**config.mk**
```make
export PLATFORM = sky130hd
export DESIGN_NAME = rational_add_compare_unit
export DESIGN_NICKNAME = d
export VERILOG_FILES = /design/src/hdl/rac_pkg.sv /design/src/hdl/rac_mul.sv /design/src/hdl/rac_alu.sv /design/src/hdl/rac_core.sv /design/src/hdl/rational_add_compare_unit.sv
export SDC_FILE = /design/constraint.sdc
export NUM_CORES = 2
export LEC_CHECK = 0
export CORE_UTILIZATION = 60
export CTS_BUF_LIST = sky130_fd_sc_hd__clkbuf_16
export DETAILED_ROUTE_END_ITERATION = 16
export DONT_BUFFER_PORTS = 1
export PLACE_DENSITY = 0.76
export SLEW_MARGIN = 20
export SYNTH_ARGS = -nofsm -noshare
export SYNTH_HDL_FRONTEND = slang
export SYNTH_HIERARCHICAL = 1
export SYNTH_SLANG_ARGS = --single-unit
```
**constraint.sdc**
```tcl
create_clock -name clk -period 9.25 [get_ports clk]
set_input_delay 2.775 -clock clk [delete_from_list [all_inputs] [get_ports clk]]
set_output_delay 2.775 -clock clk [all_outputs]
set_load 0.02 [all_outputs]
```
**src/hdl/rac_pkg.sv**
```systemverilog
package rac_pkg;

  localparam int OPERAND_WIDTH = 16;

  localparam int NUM_W = OPERAND_WIDTH;
  localparam int DEN_W = OPERAND_WIDTH - 1;

  // multiplier operands carry one extra bit so denominators stay positive
  localparam int MUL_W  = NUM_W + 1;
  localparam int PROD_W = 2 * MUL_W;

  // cross sum, denominator product, gcd and quotients
  localparam int WORK_W = 2 * OPERAND_WIDTH;
  localparam int ALU_W  = WORK_W + 1;
  localparam int CNT_W  = $clog2(WORK_W);
  localparam int K_W    = $clog2(WORK_W);

  localparam int SUM_NUM_W = 32;
  localparam int SUM_DEN_W = 30;

  localparam int IN_DATA_W   = 2 * NUM_W + 2 * DEN_W;
  localparam int IN_TDATA_W  = ((IN_DATA_W + 7) / 8) * 8;
  localparam int OUT_DATA_W  = SUM_NUM_W + SUM_DEN_W + 2;
  localparam int OUT_TDATA_W = ((OUT_DATA_W + 7) / 8) * 8;

  typedef enum logic [3:0] {
    S_IDLE,
    S_MUL_A,
    S_MUL_B,
    S_MUL_D,
    S_SUM,
    S_GCD,
    S_DIV_N,
    S_DIV_D,
    S_DONE
  } rac_state_t;

  typedef struct packed {
    logic             ge;
    logic [ALU_W-1:0] diff;
    logic [ALU_W-1:0] abs_diff;
  } rac_alu_t;

  typedef struct packed {
    logic                        a_equal_b;
    logic                        a_less_b;
    logic [SUM_DEN_W-1:0]        sum_den;
    logic signed [SUM_NUM_W-1:0] sum_num;
  } rac_result_t;

endpackage

```
**src/hdl/rac_mul.sv**
```systemverilog
module rac_mul (
  input  logic                                 clk,
  input  logic signed [rac_pkg::MUL_W-1:0]     op_a,
  input  logic signed [rac_pkg::MUL_W-1:0]     op_b,
  output logic signed [rac_pkg::PROD_W-1:0]    prod
);

  always_ff @(posedge clk) begin
    prod <= op_a * op_b;
  end

endmodule

```
**src/hdl/rac_alu.sv**
```systemverilog
module rac_alu (
  input  logic [rac_pkg::ALU_W-1:0] op_a,
  input  logic [rac_pkg::ALU_W-1:0] op_b,
  output rac_pkg::rac_alu_t         res
);

  logic [rac_pkg::ALU_W-1:0] a_minus_b;
  logic [rac_pkg::ALU_W-1:0] b_minus_a;
  logic                      ge;

  assign a_minus_b = op_a - op_b;
  assign b_minus_a = op_b - op_a;
  assign ge        = (op_a >= op_b);

  assign res.ge       = ge;
  assign res.diff     = a_minus_b;
  assign res.abs_diff = ge ? a_minus_b : b_minus_a;

endmodule

```
**src/hdl/rac_core.sv**
```systemverilog
module rac_core (
  input  logic                                clk,
  input  logic                                rst,
  input  logic                                start,
  input  logic signed [rac_pkg::NUM_W-1:0]    in_a_num,
  input  logic [rac_pkg::DEN_W-1:0]           in_a_den,
  input  logic signed [rac_pkg::NUM_W-1:0]    in_b_num,
  input  logic [rac_pkg::DEN_W-1:0]           in_b_den,
  output logic                                ready,
  output logic                                res_valid,
  input  logic                                res_ready,
  output rac_pkg::rac_result_t                res
);

  localparam int WORK_W = rac_pkg::WORK_W;
  localparam int ALU_W  = rac_pkg::ALU_W;
  localparam int MUL_W  = rac_pkg::MUL_W;

  rac_pkg::rac_state_t state, state_next;

  logic signed [rac_pkg::NUM_W-1:0] a_num, b_num;
  logic [rac_pkg::DEN_W-1:0]        a_den, b_den;
  logic                             eq;

  logic signed [WORK_W-1:0] cross_a, cross_b;
  logic [WORK_W-1:0]        y;
  logic [WORK_W-1:0]        xm;
  logic                     neg;
  logic                     less;

  logic [WORK_W-1:0]        u, v, g;
  logic [rac_pkg::K_W-1:0]  k;
  logic [WORK_W-1:0]        dvd, rem;
  logic [rac_pkg::CNT_W-1:0] cnt;
  logic signed [WORK_W-1:0] res_num;
  logic [WORK_W-1:0]        res_den;

  logic signed [MUL_W-1:0]          mul_a, mul_b;
  logic signed [rac_pkg::PROD_W-1:0] prod;
  logic [ALU_W-1:0]                 alu_a, alu_b;
  rac_pkg::rac_alu_t                alu;

  logic signed [WORK_W-1:0] x_sum;
  logic [WORK_W-1:0]        x_mag;
  logic [WORK_W-1:0]        g_val;
  logic [WORK_W-1:0]        q_next;
  logic [ALU_W-1:0]         rem_sh;
  logic                     u_zero, v_zero, gcd_stop, y_zero, cnt_last;

  rac_mul u_mul (
    .clk  (clk),
    .op_a (mul_a),
    .op_b (mul_b),
    .prod (prod)
  );

  rac_alu u_alu (
    .op_a (alu_a),
    .op_b (alu_b),
    .res  (alu)
  );

  assign x_sum    = cross_a + cross_b;
  assign x_mag    = x_sum[WORK_W-1] ? WORK_W'(-x_sum) : WORK_W'(x_sum);
  assign u_zero   = (u == '0);
  assign v_zero   = (v == '0);
  assign gcd_stop = u_zero || v_zero;
  assign y_zero   = (y == '0);
  assign cnt_last = (cnt == rac_pkg::CNT_W'(WORK_W - 1));
  assign g_val    = (u_zero ? v : u) << k;
  assign rem_sh   = {rem, dvd[WORK_W-1]};
  assign q_next   = {dvd[WORK_W-2:0], alu.ge};

  always_ff @(posedge clk) begin
    if (rst) begin
      state <= rac_pkg::S_IDLE;
    end else begin
      state <= state_next;
    end
  end

  always_comb begin
    state_next = state;
    ready      = 1'b0;
    res_valid  = 1'b0;
    mul_a      = MUL_W'(a_den);
    mul_b      = MUL_W'(b_den);
    alu_a      = ALU_W'(u);
    alu_b      = ALU_W'(v);
    unique case (state)
      rac_pkg::S_IDLE: begin
        ready = 1'b1;
        if (start) begin
          state_next = rac_pkg::S_MUL_A;
        end
      end
      rac_pkg::S_MUL_A: begin
        mul_a      = MUL_W'(a_num);
        mul_b      = MUL_W'(b_den);
        state_next = rac_pkg::S_MUL_B;
      end
      rac_pkg::S_MUL_B: begin
        mul_a      = MUL_W'(b_num);
        mul_b      = MUL_W'(a_den);
        state_next = rac_pkg::S_MUL_D;
      end
      rac_pkg::S_MUL_D: begin
        state_next = rac_pkg::S_SUM;
      end
      rac_pkg::S_SUM: begin
        state_next = rac_pkg::S_GCD;
      end
      rac_pkg::S_GCD: begin
        if (gcd_stop) begin
          state_next = y_zero ? rac_pkg::S_DONE : rac_pkg::S_DIV_N;
        end
      end
      rac_pkg::S_DIV_N: begin
        alu_a = rem_sh;
        alu_b = ALU_W'(g);
        if (cnt_last) begin
          state_next = rac_pkg::S_DIV_D;
        end
      end
      rac_pkg::S_DIV_D: begin
        alu_a = rem_sh;
        alu_b = ALU_W'(g);
        if (cnt_last) begin
          state_next = rac_pkg::S_DONE;
        end
      end
      rac_pkg::S_DONE: begin
        res_valid = 1'b1;
        if (res_ready) begin
          state_next = rac_pkg::S_IDLE;
        end
      end
      default: begin
        state_next = rac_pkg::S_IDLE;
      end
    endcase
  end

  always_ff @(posedge clk) begin
    unique case (state)
      rac_pkg::S_IDLE: begin
        if (start) begin
          a_num <= in_a_num;
          a_den <= in_a_den;
          b_num <= in_b_num;
          b_den <= in_b_den;
          eq    <= (in_a_num == in_b_num) && (in_a_den == in_b_den);
        end
      end
      rac_pkg::S_MUL_B: begin
        cross_a <= WORK_W'(prod);
      end
      rac_pkg::S_MUL_D: begin
        cross_b <= WORK_W'(prod);
      end
      rac_pkg::S_SUM: begin
        xm   <= x_mag;
        neg  <= x_sum[WORK_W-1];
        less <= (cross_a < cross_b);
        y    <= WORK_W'(prod);
        u    <= x_mag;
        v    <= WORK_W'(prod);
        k    <= '0;
      end
      rac_pkg::S_GCD: begin
        priority if (gcd_stop) begin
          g   <= g_val;
          dvd <= xm;
          rem <= '0;
          cnt <= '0;
          // zero denominator: one over zero, or zero over zero
          res_num <= (u_zero && v_zero) ? '0 : WORK_W'(1);
          res_den <= '0;
        end else if (!u[0] && !v[0]) begin
          u <= u >> 1;
          v <= v >> 1;
          k <= k + 1'b1;
        end else if (!u[0]) begin
          u <= u >> 1;
        end else if (!v[0]) begin
          v <= v >> 1;
        end else if (alu.ge) begin
          // both odd: the difference is even, halve it at once
          u <= WORK_W'(alu.abs_diff >> 1);
        end else begin
          v <= WORK_W'(alu.abs_diff >> 1);
        end
      end
      rac_pkg::S_DIV_N, rac_pkg::S_DIV_D: begin
        if (cnt_last && state == rac_pkg::S_DIV_N) begin
          // load the denominator product for the second division
          res_num <= neg ? WORK_W'(-q_next) : WORK_W'(q_next);
          dvd     <= y;
          rem     <= '0;
          cnt     <= '0;
        end else begin
          rem <= alu.ge ? alu.diff[WORK_W-1:0] : rem_sh[WORK_W-1:0];
          dvd <= q_next;
          cnt <= cnt + 1'b1;
          if (cnt_last) begin
            res_den <= q_next;
          end
        end
      end
      default: begin
      end
    endcase
  end

  assign res.sum_num   = rac_pkg::SUM_NUM_W'(res_num);
  assign res.sum_den   = rac_pkg::SUM_DEN_W'(res_den);
  assign res.a_less_b  = less;
  assign res.a_equal_b = eq;

  a_start_mul: assert property (@(posedge clk) disable iff (rst)
    (state == rac_pkg::S_IDLE && start) |=> (state == rac_pkg::S_MUL_A))
    else $error("accepted request did not start the multiply sequence");

  a_div_nonzero: assert property (@(posedge clk) disable iff (rst)
    (state == rac_pkg::S_DIV_N || state == rac_pkg::S_DIV_D) |-> (g != '0))
    else $error("divide started with a zero gcd");

  a_rem_bound: assert property (@(posedge clk) disable iff (rst)
    (state == rac_pkg::S_DIV_N || state == rac_pkg::S_DIV_D) |-> (rem < g))
    else $error("partial remainder not below divisor");

  a_gcd_odd_step: assert property (@(posedge clk) disable iff (rst)
    (state == rac_pkg::S_GCD && !gcd_stop && u[0] && v[0])
      |=> (state == rac_pkg::S_GCD) && (u == $past(u) || v == $past(v)))
    else $error("gcd subtract step touched both operands");

  a_done_den: assert property (@(posedge clk) disable iff (rst)
    (state == rac_pkg::S_DONE && !y_zero) |-> (res_den != '0))
    else $error("nonzero denominator product reduced to zero");

endmodule

```
**src/hdl/rational_add_compare_unit.sv**
```systemverilog
// channel  dir  bits  fields (low bit first)
// s        in   64    a_num[15:0] a_den[30:16] b_num[46:31] b_den[61:47] pad[63:62]
// m        out  64    sum_num[31:0] sum_den[61:32] a_less_b[62] a_equal_b[63]
//
// One request at a time. The time from acceptance to result is set by the
// shared subtract unit (binary gcd, at least one bit removed per cycle, then two
// 32-step restoring divisions). A zero denominator skips the divisions.
// rst is synchronous, active high, and returns the sequencer to idle.
// A held result sits in the output register; the next request is taken meanwhile,
// and the sequencer waits at its end until the output register is free.
module rational_add_compare_unit (
  input  logic                               clk,
  input  logic                               rst,
  input  logic                               s_tvalid,
  output logic                               s_tready,
  input  logic [rac_pkg::IN_TDATA_W-1:0]     s_tdata,   // a_num, a_den, b_num, b_den
  output logic                               m_tvalid,
  input  logic                               m_tready,
  output logic [rac_pkg::OUT_TDATA_W-1:0]    m_tdata    // sum_num, sum_den, a_less_b, a_equal_b
);

  localparam int NUM_W = rac_pkg::NUM_W;
  localparam int DEN_W = rac_pkg::DEN_W;

  logic                 core_ready;
  logic                 res_valid;
  logic                 res_ready;
  rac_pkg::rac_result_t res;

  assign s_tready  = core_ready;
  assign res_ready = !m_tvalid || m_tready;

  rac_core u_core (
    .clk       (clk),
    .rst       (rst),
    .start     (s_tvalid),
    .in_a_num  (s_tdata[NUM_W-1:0]),
    .in_a_den  (s_tdata[NUM_W+DEN_W-1:NUM_W]),
    .in_b_num  (s_tdata[2*NUM_W+DEN_W-1:NUM_W+DEN_W]),
    .in_b_den  (s_tdata[2*NUM_W+2*DEN_W-1:2*NUM_W+DEN_W]),
    .ready     (core_ready),
    .res_valid (res_valid),
    .res_ready (res_ready),
    .res       (res)
  );

  always_ff @(posedge clk) begin
    if (rst) begin
      m_tvalid <= 1'b0;
    end else if (res_valid && res_ready) begin
      m_tvalid <= 1'b1;
    end else if (m_tready) begin
      m_tvalid <= 1'b0;
    end
  end

  always_ff @(posedge clk) begin
    if (res_valid && res_ready) begin
      m_tdata <= rac_pkg::OUT_TDATA_W'({res.a_equal_b, res.a_less_b, res.sum_den, res.sum_num});
    end
  end

endmodule

```
# Word level (Yosys, flattened, before mapping)
# Index checks and enable logic that the tools add are counted.
word_totals:
  reg_bits: 526
  in_bits: 68
  out_inout_bits: 66
  elab_cells: 142
op_classes:
  add_sub_neg: 7
  n_mul: 1
  magnitude_cmp: 2
  eq_ne: 25
  shift: 1
  n_mux: 51
  n_reduce_logical: 29
op_table:
  columns: ["operator", "n"]
  rows:
  - ["2-to-1 mux 32 bit", 21]
  - ["one-hot mux 32 bit (2 select lines)", 5]
  - ["logical NOT 32 bit", 3]
  - ["2-to-1 mux 33 bit", 2]
  - ["negation 32 bit", 2]
  - ["2-to-1 mux 30 bit", 2]
  - ["one-hot mux 30 bit (2 select lines)", 1]
  - ["one-hot mux 4 bit (9 select lines)", 1]
  - ["one-hot mux 17 bit (2 select lines)", 1]
  - ["greater-or-equal comparator 33 bit", 1]
  - ["subtractor 33 x 32 -> 33 bit", 1]
  - ["subtractor 33 bit", 1]
  - ["adder 32 bit", 1]
  - ["less-than comparator 32 bit", 1]
  - ["multiplier 17 x 16 -> 32 bit", 1]
  - ["<< shifter 32 x 5 -> 32 bit", 1]
  - ["2-to-1 mux 4 bit", 6]
  - ["2-to-1 mux 5 bit", 4]
  - ["one-hot mux 5 bit (2 select lines)", 2]
  - ["== test 16 bit", 1]
  - ["== test 4 x 3 -> 1 bit (second input constant)", 4]
  - ["== test 15 bit", 1]
  - ["2-to-1 mux 15 bit", 1]
  - ["!= test 2 x 1 -> 1 bit (second input constant)", 6]
  - ["other kinds (19)", 46]

# Longest topological paths before layout
logic_depth:
  word_depth: 11
  mapped_depth: 32

# By module
# The synthesis kept the hierarchy.
by_module_without_submodules:
  columns: ["module", "n_inst", "cells_each", "area_per_inst_um2"]
  rows:
  - ["rac_core", 1, 2259, 24240.7]
  - ["rac_mul", 1, 1214, 11571.1]
  - ["rac_alu", 1, 594, 4140.2]
  - ["rational_add_compare_unit", 1, 69, 1976.9]

# Worst setup path before layout
# No wires, ideal clock.
synth_timing:
  path_kind: "flip-flop to flip-flop"
  start: "reg u_core.state[1]"
  end: "reg, netlist name u_core/u_mul/prod[32]"
  setup_time_ps: 72
  arrival_ps: 8073
  t_required_ps: 9178
  setup_slack_ps: 1105
  path_stages_with_launch: 27
  n_path_buf: 3
  synth_period_minus_slack_ps: 8145
  path_cell_list: "dfxtp_1 clkbuf_1 clkinv_1 nor4_1 clkbuf_1 a22oi_1 nand2_1 clkbuf_1 nand2_1 fa_1 fa_1 inv_1 fa_1 fa_1 fa_1 inv_1 fa_1 inv_1 ha_1 a21o_1 a2111oi_2 a21oi_2 a31oi_2 o21a_2 o2111ai_1 a21oi_2 xnor2_1"
synth_rtl:
  columns: ["item", "line_no", "rtl"]
  rows:
  - ["start, declared", "rac_core.sv:19", "rac_pkg::rac_state_t state, state_next;"]
  - ["start signal, assigned", "rac_core.sv:76", "state <= rac_pkg::S_IDLE;"]
  - ["start signal, assigned", "rac_core.sv:78", "state <= state_next;"]

# Worst setup path after layout
layout_timing:
  start: "reg u_core.state[0]"
  end: "reg u_core/u_mul/prod[30] (netlist name)"
layout_between:
  elab_chain_len: 3
  word_cells_on_any_way: 5
layout_rtl:
  columns: ["item", "line_no", "rtl"]
  rows:
  - ["== test 4 x 2 -> 1 bit / == test 4 x 1 -> 1 bit (equally long branches)", "rac_core.sv:90", "unique case (state)"]
  - ["one-hot mux 17 bit (2 select lines) *", "rac_core.sv:90", null]
  - ["net u_core.mul_a[8]", "rac_core.sv:38", "logic signed [MUL_W-1:0] mul_a, mul_b;"]
  - ["multiplier 17 x 16 -> 32 bit *", "rac_mul.sv:9", "prod <= op_a * op_b;"]
  - ["end signal, assigned", "rac_mul.sv:9", null]
  - ["end, declared", "rac_mul.sv:5", "output logic signed [rac_pkg::PROD_W-1:0] prod"]
# The timed path passes the listed nets; every way through them passes the cells marked *.
# A chain may end at the register's enable or synchronous reset.

==> metrics.txt <==
status=finished, final reports clean; setup_tns=0 ns; final worst-path cycle share=between 80% and 90%; placer congestion estimate=between 1 and 1.5; crit start category=register; R2R Path Start=u_core/state[0]$_SDFFE_PP0P_; # clock sinks=526; slowest CP cell=dfxtp_1; Worst R2R Setup Slack=between 1 and 1.5 ns; total grt overflow=0; DR iter-0 viols=roughly 2800; Syn. warnings=6; antenna viol nets, final=0; skew final=0.0917 ns; fmax=about 0.12 GHz; initial antenna violation count=0; Residual DRC=0; core area=approximately 69000 µm²; # Max-Cap Violations=0; Final Hold Violating Endpoints=0; Hold Slack=approximately 0.42 ns; Req. time, crit path=between 9 and 10 ns; CP dominant cell by count=fa_1; max reg flops=between 60 and 70; Num CTS Buffers=55; # IOs=around 130; layout cell share with drive strength beyond 1=between 6 and 7%; unrepaired setup endpoints after global routing=false; dpl cell area=42100 µm²; DIE HEIGHT=approximately 270 µm; final instance area=about 44000 µm²; Syn Std Cell Area=approximately 42000 µm²; Reg-to-Reg End=u_core/u_mul/prod[30]$_DFF_P_; crit path launch=u_core/state[0]$_SDFFE_PP0P_; port bufs=0; cts hold-fix bufs=0; Initial Util=60.6%; syn_area_per_cell=approximately 10 µm²; Final #Nets=between 4000 and 5000; Slew Limit Fails=0; total number of vias=approximately 30000; routed length per instance=~21 µm; CTS root buf=clkbuf_16; Syn-to-layout area delta=5.92%; hold crit path type=register to register; CP max stage delay=around 0.76 ns; Worst R2R Path Depth=25; post-CTS sizing=0; H-tree depth=2; row cnt=between 90 and 100; clock slew seen by the registers of the worst setup and hold paths=approximately 0.060 ns; CTS max path bufs=3; Routed WL=roughly 110000 µm; first drt pass iteration count=8; Min Clock Period, post-route=roughly 8 ns; Via-to-Cell Ratio=a little over 6; CTS tree=done; Die Width=roughly 270 µm; vias in the first global route=~29000; Worst-Skew Late Latency=0.65 ns; Arr. time, crit path=roughly 8.5 ns; Setup Fix Bufs, Post-CTS=0; Cells after Synth=between 4000 and 5000; largest net degree at the start of global routing=88; worst-margin pin slew=1.03 ns; Final Setup Violations=0; crit path capture type=register; die area=about 70000 µm²; critical path peak fanout=17; largest reg by FF count=m_tdata; GRT Util Overall=between 30% and 40%; Critical Path Sink=u_core/u_mul/prod[30]$_DFF_P_; critical path type=register to register; relative slew slack=between 30% and 40%; first-pass GRT wire length=around 160000 µm; detailed placement HPWL=~80000 µm
[cell type report]
class / count / area (µm²)
flip-flops and latches: 526 / 15400
well taps: 931 / 1160
diodes: 2 / 5.00
fillers: 5441 / 24600
clock buffers: 55 / 1380
multi-input cells: 2901 / 23600
inverters: 465 / 1750
clock inverters: 43 / 435
repair buffers: 33 / 280
[layer usage]
layer / part of all wire [%] / track usage, % / up-vias
met5: 0 / 0 / -
met1: 41 / 40.6 / 14667
met4: 4.9 / 13.4 / 0
li1: - / - / 13798
met2: 46 / 49.1 / 1286
met3: 7.6 / 4.43 / 219
[cells in the final DEF (no fill, tap or decap), types with 15 or more instances in the layout]
cell type	n
nand2_1	499
edfxtp_1	489
inv_1	466
nor2_1	321
fa_1	293
ha_1	216
a21oi_1	164
and2_1	154
mux2i_1	143
o21ai_0	114
xnor2_1	103
xor2_1	87
clkbuf_16	55
a21o_1	55
and3_1	49
nor4_1	46
a221oi_1	39
a31oi_1	38
dfxtp_1	37
nand3_1	35
nor3_1	35
o21a_1	33
nand4_1	32
buf_4	31
mux2_2	27
nand2b_1	25
o21bai_1	23
a211oi_1	22
nor2b_1	21
o21ai_1	20
a221o_1	20
a22oi_1	17
o31ai_1	15
[per-stage QoR]
stage          util, %  setup WS (ns)  std cells
4_1_cts           64.1           1.16       4953
5_1_grt           64.1          0.752       4954
3_3_place_gp      61.4           1.42       4855
6_report          64.1           1.23       4956
3_5_place_dp      61.4           1.28       4855
2_1_floorplan        -           1.18       4106
[worst min path at each step]
| stage | startpoint | end | cells past startpoint |
|---|---|---|---|
| 3_5_place_dp | u_core/res_den[21]$_SDFFCE_PP0P_ | m_tdata[53]$_DFFE_PP_ | 0 |
| 6_report | u_core/res_den[22]$_SDFFCE_PP0P_ | m_tdata[54]$_DFFE_PP_ | 0 |
| 4_1_cts | u_core/res_den[21]$_SDFFCE_PP0P_ | m_tdata[53]$_DFFE_PP_ | 0 |
| 5_1_grt | u_core/res_num[13]$_SDFFCE_PP0P_ | m_tdata[13]$_DFFE_PP_ | 0 |
| 3_3_place_gp | u_core/eq$_DFFE_PP_ | m_tdata[63]$_DFFE_PP_ | 0 |
| 2_1_floorplan | u_core/res_num[0]$_DFFE_PP_ | m_tdata[0]$_DFFE_PP_ | 0 |
[critical path, delay by kind of cell (launching register included)]
kind	cells	cell delay (ns)
and+or+nand+nor	5	1.71
DFF	1	0.76
adders and majority gates	7	3.33
AOI/OAI and AO/OA	7	1.49
xor gates and xnor gates	1	0.13
buffers and inverters	5	0.44
Power is left out: the tool's default activity adds up to more than one toggle a clock period on the data nets, which glitch-free logic cannot reach.
